### config.mk
export PLATFORM = sky130hd
export DESIGN_NAME = fnv64_word_stream_hash_top
export DESIGN_NICKNAME = d
export VERILOG_FILES = /design/src/sv/fnvws_pkg.sv /design/src/sv/fnv64_word_stream_hash_top.sv /design/src/sv/fnvws_dp.sv /design/src/sv/fnvws_ctrl.sv
export SDC_FILE = /design/constraint.sdc
export NUM_CORES = 1
export LEC_CHECK = 0
export BUFFER_PORTS_ARGS = -buffer_cell sky130_fd_sc_hd__buf_2
export CAP_MARGIN = 20
export CORE_ASPECT_RATIO = 0.7
export CORE_MARGIN = 2
export CORE_UTILIZATION = 51
export CTS_CLUSTER_SIZE = 10
export DETAILED_ROUTE_END_ITERATION = 16
export GPL_ROUTABILITY_DRIVEN = 0
export HOLD_SLACK_MARGIN = 0.05
export PLACE_DENSITY = 0.78
export SLEW_MARGIN = 20
export SYNTH_ARGS = -nofsm -noshare
export SYNTH_HDL_FRONTEND = slang
export SYNTH_SLANG_ARGS = --single-unit
### constraint.sdc
create_clock -name clk_i -period 9.69 [get_ports clk_i]
set_input_delay 0.969 -clock clk_i [delete_from_list [all_inputs] [get_ports clk_i]]
set_output_delay 0.969 -clock clk_i [all_outputs]
set_load 0.005 [all_outputs]
### src/sv/fnvws_pkg.sv
// Shared constants, types and the prime multiply for the FNV-64 word stream hash.
`timescale 1ns / 1ps

package fnvws_pkg;

  localparam logic [63:0] FNV_BASIS = 64'd14695981039346656037;
  localparam logic [63:0] PAD_BYTE  = 64'h01;

  // Controller to datapath commands
  typedef struct packed {
    logic take;     // item accepted this cycle
    logic pad;      // absorb padded partial word
    logic len;      // absorb message length
    logic emit;     // load result and clear message state
  } dp_cmd_t;

  // Datapath to controller status, for the values after the current item
  typedef struct packed {
    logic len_next_zero;
    logic pos_next_zero;
  } dp_stat_t;

  // Multiply by the FNV prime 2^40 + 0x1B3, modulo 2^64, as a shift-add
  function automatic logic [63:0] fnv_mul(input logic [63:0] x);
    fnv_mul = (x << 40) + (x << 8) + (x << 7) + (x << 5) + (x << 4) + (x << 1) + x;
  endfunction

endpackage

### src/sv/fnv64_word_stream_hash_top.sv
// Top level of the FNV-64 word stream hash.
`timescale 1ns / 1ps

// Byte-serial FNV-1a style 64-bit hash over little-endian 64-bit words. Every item
// that is not marked last leaves the input ready for the next item, including the
// byte that completes a word: the multiply by the prime (2^40 + 0x1B3) is a
// combinational shift-add on the running hash. An item marked last stalls the input
// until the block has taken the item, absorbed the padded partial word if any,
// absorbed the byte count if the message is not empty, and loaded the result register,
// which waits while a previous result is still stalled. Non-last items are accepted
// while a result waits at the output. After each last item the hash returns to
// the offset basis and the word, position and length are cleared.
module fnv64_word_stream_hash_top (
  input  logic        clk_i,
  input  logic        rst_ni,
  input  logic        in_valid_i,
  output logic        in_stall_o,
  input  logic [7:0]  data_byte_i,
  input  logic        byte_present_i,
  input  logic        last_i,
  output logic        out_valid_o,
  input  logic        out_stall_i,
  output logic [63:0] hash_value_o
);

  fnvws_pkg::dp_cmd_t  cmd;
  fnvws_pkg::dp_stat_t stat;

  fnvws_ctrl u_ctrl (
    .clk_i       (clk_i),
    .rst_ni      (rst_ni),
    .in_valid_i  (in_valid_i),
    .last_i      (last_i),
    .in_stall_o  (in_stall_o),
    .out_valid_o (out_valid_o),
    .out_stall_i (out_stall_i),
    .stat_i      (stat),
    .cmd_o       (cmd)
  );

  fnvws_dp u_dp (
    .clk_i          (clk_i),
    .rst_ni         (rst_ni),
    .cmd_i          (cmd),
    .data_byte_i    (data_byte_i),
    .byte_present_i (byte_present_i),
    .stat_o         (stat),
    .hash_value_o   (hash_value_o)
  );

  // A non-last item leaves the block ready for the next one
  assert property (@(posedge clk_i) disable iff (!rst_ni)
    (in_valid_i && !in_stall_o && !last_i) |=> !in_stall_o)
    else $error("block busy after non-last item");

  // A last item always starts the finishing sequence
  assert property (@(posedge clk_i) disable iff (!rst_ni)
    (in_valid_i && !in_stall_o && last_i) |=> in_stall_o)
    else $error("last item did not start finishing");

  // A new result only appears at the end of a finishing sequence
  assert property (@(posedge clk_i) disable iff (!rst_ni)
    $rose(out_valid_o) |-> $past(in_stall_o))
    else $error("result raised outside finishing sequence");

endmodule

### src/sv/fnvws_dp.sv
// Datapath: word assembly, length counter, running hash and result register.
`timescale 1ns / 1ps

module fnvws_dp (
  input  logic               clk_i,
  input  logic               rst_ni,
  input  fnvws_pkg::dp_cmd_t cmd_i,
  input  logic [7:0]         data_byte_i,
  input  logic               byte_present_i,
  output fnvws_pkg::dp_stat_t stat_o,
  output logic [63:0]        hash_value_o
);

  logic [63:0] hash_q, hash_d;
  logic [63:0] word_q, word_d;
  logic [2:0]  pos_q, pos_d;
  logic [63:0] len_q, len_d;
  logic [63:0] out_q;

  logic [63:0] word_ins;
  logic [63:0] len_inc;
  logic        full;
  logic [63:0] operand;
  logic [63:0] product;

  assign word_ins = word_q | ({56'd0, data_byte_i} << {pos_q, 3'b000});
  assign len_inc  = len_q + 64'd1;
  assign full     = (pos_q == 3'd7);

  always_comb begin
    priority if (cmd_i.pad) begin
      operand = word_q | (fnvws_pkg::PAD_BYTE << {pos_q, 3'b000});
    end else if (cmd_i.len) begin
      operand = len_q;
    end else begin
      operand = word_ins;
    end
  end

  assign product = fnvws_pkg::fnv_mul(hash_q ^ operand);

  assign stat_o.len_next_zero = byte_present_i ? (len_inc == 64'd0) : (len_q == 64'd0);
  assign stat_o.pos_next_zero = byte_present_i ? full : (pos_q == 3'd0);

  always_comb begin
    hash_d = hash_q;
    word_d = word_q;
    pos_d  = pos_q;
    len_d  = len_q;
    priority if (cmd_i.emit) begin
      hash_d = fnvws_pkg::FNV_BASIS;
      word_d = '0;
      pos_d  = '0;
      len_d  = '0;
    end else if (cmd_i.pad || cmd_i.len) begin
      hash_d = product;
    end else if (cmd_i.take && byte_present_i) begin
      len_d = len_inc;
      if (full) begin
        // word complete: absorb now
        hash_d = product;
        word_d = '0;
        pos_d  = '0;
      end else begin
        word_d = word_ins;
        pos_d  = pos_q + 3'd1;
      end
    end
  end

  always_ff @(posedge clk_i or negedge rst_ni) begin
    if (!rst_ni) begin
      hash_q <= fnvws_pkg::FNV_BASIS;
      word_q <= '0;
      pos_q  <= '0;
      len_q  <= '0;
    end else begin
      hash_q <= hash_d;
      word_q <= word_d;
      pos_q  <= pos_d;
      len_q  <= len_d;
    end
  end

  always_ff @(posedge clk_i) begin
    if (cmd_i.emit) begin
      out_q <= hash_q;
    end
  end

  assign hash_value_o = out_q;

endmodule

### src/sv/fnvws_ctrl.sv
// Controller: sequences the final pad and length absorbs and owns the result valid.
`timescale 1ns / 1ps

module fnvws_ctrl (
  input  logic                clk_i,
  input  logic                rst_ni,
  input  logic                in_valid_i,
  input  logic                last_i,
  output logic                in_stall_o,
  output logic                out_valid_o,
  input  logic                out_stall_i,
  input  fnvws_pkg::dp_stat_t stat_i,
  output fnvws_pkg::dp_cmd_t  cmd_o
);

  typedef enum logic [1:0] {
    ST_IDLE,
    ST_PAD,
    ST_LEN,
    ST_EMIT
  } state_e;

  state_e state_q, state_d;
  logic   out_valid_q, out_valid_d;
  logic   slot_free;

  assign slot_free  = !out_valid_q || !out_stall_i;
  assign in_stall_o = (state_q != ST_IDLE);

  always_comb begin
    cmd_o       = '0;
    state_d     = state_q;
    out_valid_d = out_valid_q && out_stall_i;
    unique case (state_q)
      ST_IDLE: begin
        if (in_valid_i) begin
          cmd_o.take = 1'b1;
          if (last_i) begin
            priority if (stat_i.len_next_zero) begin
              state_d = ST_EMIT;
            end else if (stat_i.pos_next_zero) begin
              state_d = ST_LEN;
            end else begin
              state_d = ST_PAD;
            end
          end
        end
      end
      ST_PAD: begin
        cmd_o.pad = 1'b1;
        state_d   = ST_LEN;
      end
      ST_LEN: begin
        cmd_o.len = 1'b1;
        state_d   = ST_EMIT;
      end
      ST_EMIT: begin
        // hold until the result register is free
        if (slot_free) begin
          cmd_o.emit  = 1'b1;
          out_valid_d = 1'b1;
          state_d     = ST_IDLE;
        end
      end
      default: state_d = ST_IDLE;
    endcase
  end

  always_ff @(posedge clk_i or negedge rst_ni) begin
    if (!rst_ni) begin
      state_q     <= ST_IDLE;
      out_valid_q <= 1'b0;
    end else begin
      state_q     <= state_d;
      out_valid_q <= out_valid_d;
    end
  end

  assign out_valid_o = out_valid_q;

endmodule
==> impl_metrics.toml <==
[sta]
rsz0062_at_grt = "false"
relSlewSlack_pct = 25.7
worst_pin_slew_ns = 1.11
period_share_pct = 87.1
hold_viol = 0
slew_viol_final = 0
max_clock_freq_mhz = 118
fin_skew_ns = 0.0188
finalSetupTns_ns = 0
period_needed_ns = 8.44
setup_violations = 0

[clock_tree]
root_buffer = "clkbuf_16"
cts_htree_levels = 1
clk_path_buf_depth = 3
cts_num_sinks = 262
numCtsBuffers = 30
hold_buffers = 0
cts_tree = "yes"
clk_pin_slew_ns = 0.06
cts_resized = 0
postCtsSetupRepairBufs = 0
clk_latency_ns = 0.59

[place]
port_buffers = 79
hpwl_um = 56000

[synthesis]
netlist_top_cells_count = "253 x a21oi_1, 236 x inv_1, 213 x nor2_1"
synth-seq-cells = 262
netlist_top_cells_area = "dfrtp_1 18%, fa_1 15%, edfxtp_1 7.9%, ha_1 7.8%, xnor2_1 6.5%"
yosysTopAreaCell = "dfrtp_1"
syn_area_um2 = 24300
seq_area_frac_synth_pct = 28.5
avgSynthCellArea_um2 = 9.30
synthCells = 2610
synth.distinct_cells = 92
async_flop_share_pct = 75.6
synth_flop_cell = "dfrtp_1"
synth_edf_count = 64
yosysMostFrequentCell = "a21oi_1"
syn_nets = 2961
yosysWarnings = 0
netlist.area_leader.share_pct = 17.5

[die]
die_x_um = 265
core-area_um2 = 46700
start_util_pct = 51.9
die_y_um = 186
io_pins = 80
rows = 66
die_area_um2 = 49400

[min_path]
hold_class = "primary input to asynchronous set/reset pin"

[global_routing]
grt_usage_pct = 29.6
grt_max_degree = 122
overflow = 0
grt_pass1_vias = 19800
grt_pass1_wl_um = 115000
antenna_found_initial = 7

[job]
max_cap_violations = 0

[detailed_routing]
routedWlPerCell_um = 22.8
routed_wl_um = 73700
first_iter_violations = 2795
postRouteAntennaNets = 0
vias = 20600
drc_errors = 0
first_pass_iters = 7
viasPerCell = 6.39

[critical_path]
cp_data_arrival_time_ns = 8.90
crit_path_end_kind = "register"
start_kind = "register"
cp.required_ns = 10.15
critPathMaxFanout = 16
critical_path_class = "register to register"

[final_layout]
final_layout_size_suffix_gt1_share_pct = 8.31
nets = 2937
area_growth_pct = 6.87

[run_status]
status = "complete, no violations"
-- sequential cells by signal (all words and copies together) (netlist names) --
name	count
u_dp.len_q	64
u_dp.word_q	64
u_dp.hash_q	64
u_dp.pos_q	3
u_ctrl.state_q	2
u_dp.hash_value_o	64
u_ctrl.out_valid_o	1
-- final timing paths --
kind | start | to | slack (ns) | cells after the start
worst min-delay path | rst_ni | u_dp.len_q[7] | 0.31 | 1
min in group clk_i | u_dp.word_q[5] | u_dp.word_q[5] | 0.49 | 1
worst max register to register | u_dp.pos_q[0] | u_dp.hash_q[61] | 1.25 | 23
max in group asynchronous | rst_ni | u_dp.hash_q[46] | 8.34 | 2
worst max-delay path | u_dp.pos_q[0] | u_dp.hash_q[61] | 1.25 | 23
worst min register to register | u_dp.word_q[5] | u_dp.word_q[5] | 0.49 | 1
-- routing by layer --
metal | vias up | track usage (%) | wire length (µm) | share of wire [%]
met2 | 1457 | 42.2 | 30300 | 41
met4 | 0 | 11.5 | 3400 | 4.6
met5 | - | 0 | 0 | 0
li1 | 8989 | - | - | -
met3 | 236 | 9.01 | 10000 | 14
met1 | 9962 | 42.3 | 29900 | 41
-- cells by family (layout without fill, tap and decap cells) --
| kind of cell | after synthesis | in the layout | synth area share [%] |
|---|---|---|---|
| and+or+nand+nor | 662 | 662 | 13.7 |
| AOI/OAI and AO/OA | 631 | 631 | 16.6 |
| adders and majority gates | 350 | 350 | 23.6 |
| xor gates and xnor gates | 294 | 294 | 10.8 |
| muxes | 8 | 8 | 0.335 |
| buffers and inverters | 403 | 403 | 6.49 |
| DFF | 262 | 262 | 28.5 |
| other | 0 | 7 | 0 |
-- stage by stage --
stage / cells / hold slack (ns) / area [µm²] / worst slack, ns / utilization (%)
6_report: 3229 / 0.312 / 25900 / 1.25 / 55.5
5_1_grt: 3228 / 0.316 / 25900 / 0.853 / 55.5
4_1_cts: 3221 / 0.495 / 25900 / 1.58 / 55.4
3_5_place_dp: 3165 / 0.482 / 25000 / 1.66 / 53.5
3_3_place_gp: 3165 / 0.474 / 25000 / 1.81 / 53.5
2_1_floorplan: 2610 / 0.461 / 24300 / 2.33 / -
-- cells in the final DEF (no fill, tap or decap), types with 7 or more instances in the layout --
cell type | synthesis | layout
a21oi_1 | 253 | 252
maj3_1 | 13 | 13
edfxtp_1 | 64 | 64
dfstp_2 | 28 | 28
o22ai_1 | 58 | 58
inv_1 | 236 | 235
and3_1 | 21 | 21
xor2_1 | 109 | 108
nand4_1 | 32 | 32
buf_2 | 30 | 78
xnor2_1 | 181 | 181
fa_1 | 185 | 185
a22o_1 | 16 | 16
o21ai_0 | 74 | 74
nor4_1 | 21 | 21
or2_2 | 11 | 11
nor3_1 | 32 | 31
buf_4 | 6 | 23
and4_1 | 11 | 11
nor4b_1 | 8 | 8
nor2b_1 | 10 | 10
clkbuf_16 | 0 | 31
a211oi_1 | 18 | 18
nand3_1 | 54 | 54
a21o_1 | 69 | 69
o211ai_1 | 17 | 17
clkbuf_1 | 107 | 23
a32o_1 | 25 | 25
nand2_1 | 167 | 167
nor2_1 | 213 | 213
and2_1 | 17 | 17
o21bai_1 | 12 | 12
o2111ai_1 | 7 | 7
diode_2 | 0 | 7
dfrtp_1 | 170 | 170
ha_1 | 152 | 150
or3_1 | 18 | 18
a31oi_1 | 11 | 11
mux2i_1 | 7 | 7
-- worst max-delay path, cell delays in order (launching register included) --
cell and delay (ns):
dfrtp_1 0.52, inv_1 0.21, nor3_2 0.87, a21oi_1 0.16, nor2_1 0.12, o22ai_1 0.16
xor2_1 0.90, inv_1 0.37, ha_1 0.41, xnor2_1 0.25, fa_1 0.50, fa_1 0.50
ha_1 0.31, ha_1 0.37, and3_1 0.19, nand2_1 0.05, a211oi_1 0.44, o2111ai_1 0.25
a41o_1 0.41, o21ai_0 0.46, nand4_1 0.15, o211ai_1 0.23, a211oi_1 0.14, o311a_1 0.34
-- area by class of cell --
type	count	area (µm²)
Clock buffer	55	876
Tap cell	612	766
Multi-Input combinational cell	1945	15800
Fill cell	4032	20800
Inverter	243	917
Sequential cell	262	6910
Clock inverter	1	5.00
Antenna cell	7	17.5
Timing Repair Buffer	104	616
Power is not shown: default switching activity piles up to over one toggle a cycle in this logic, so the estimate is an artifact.
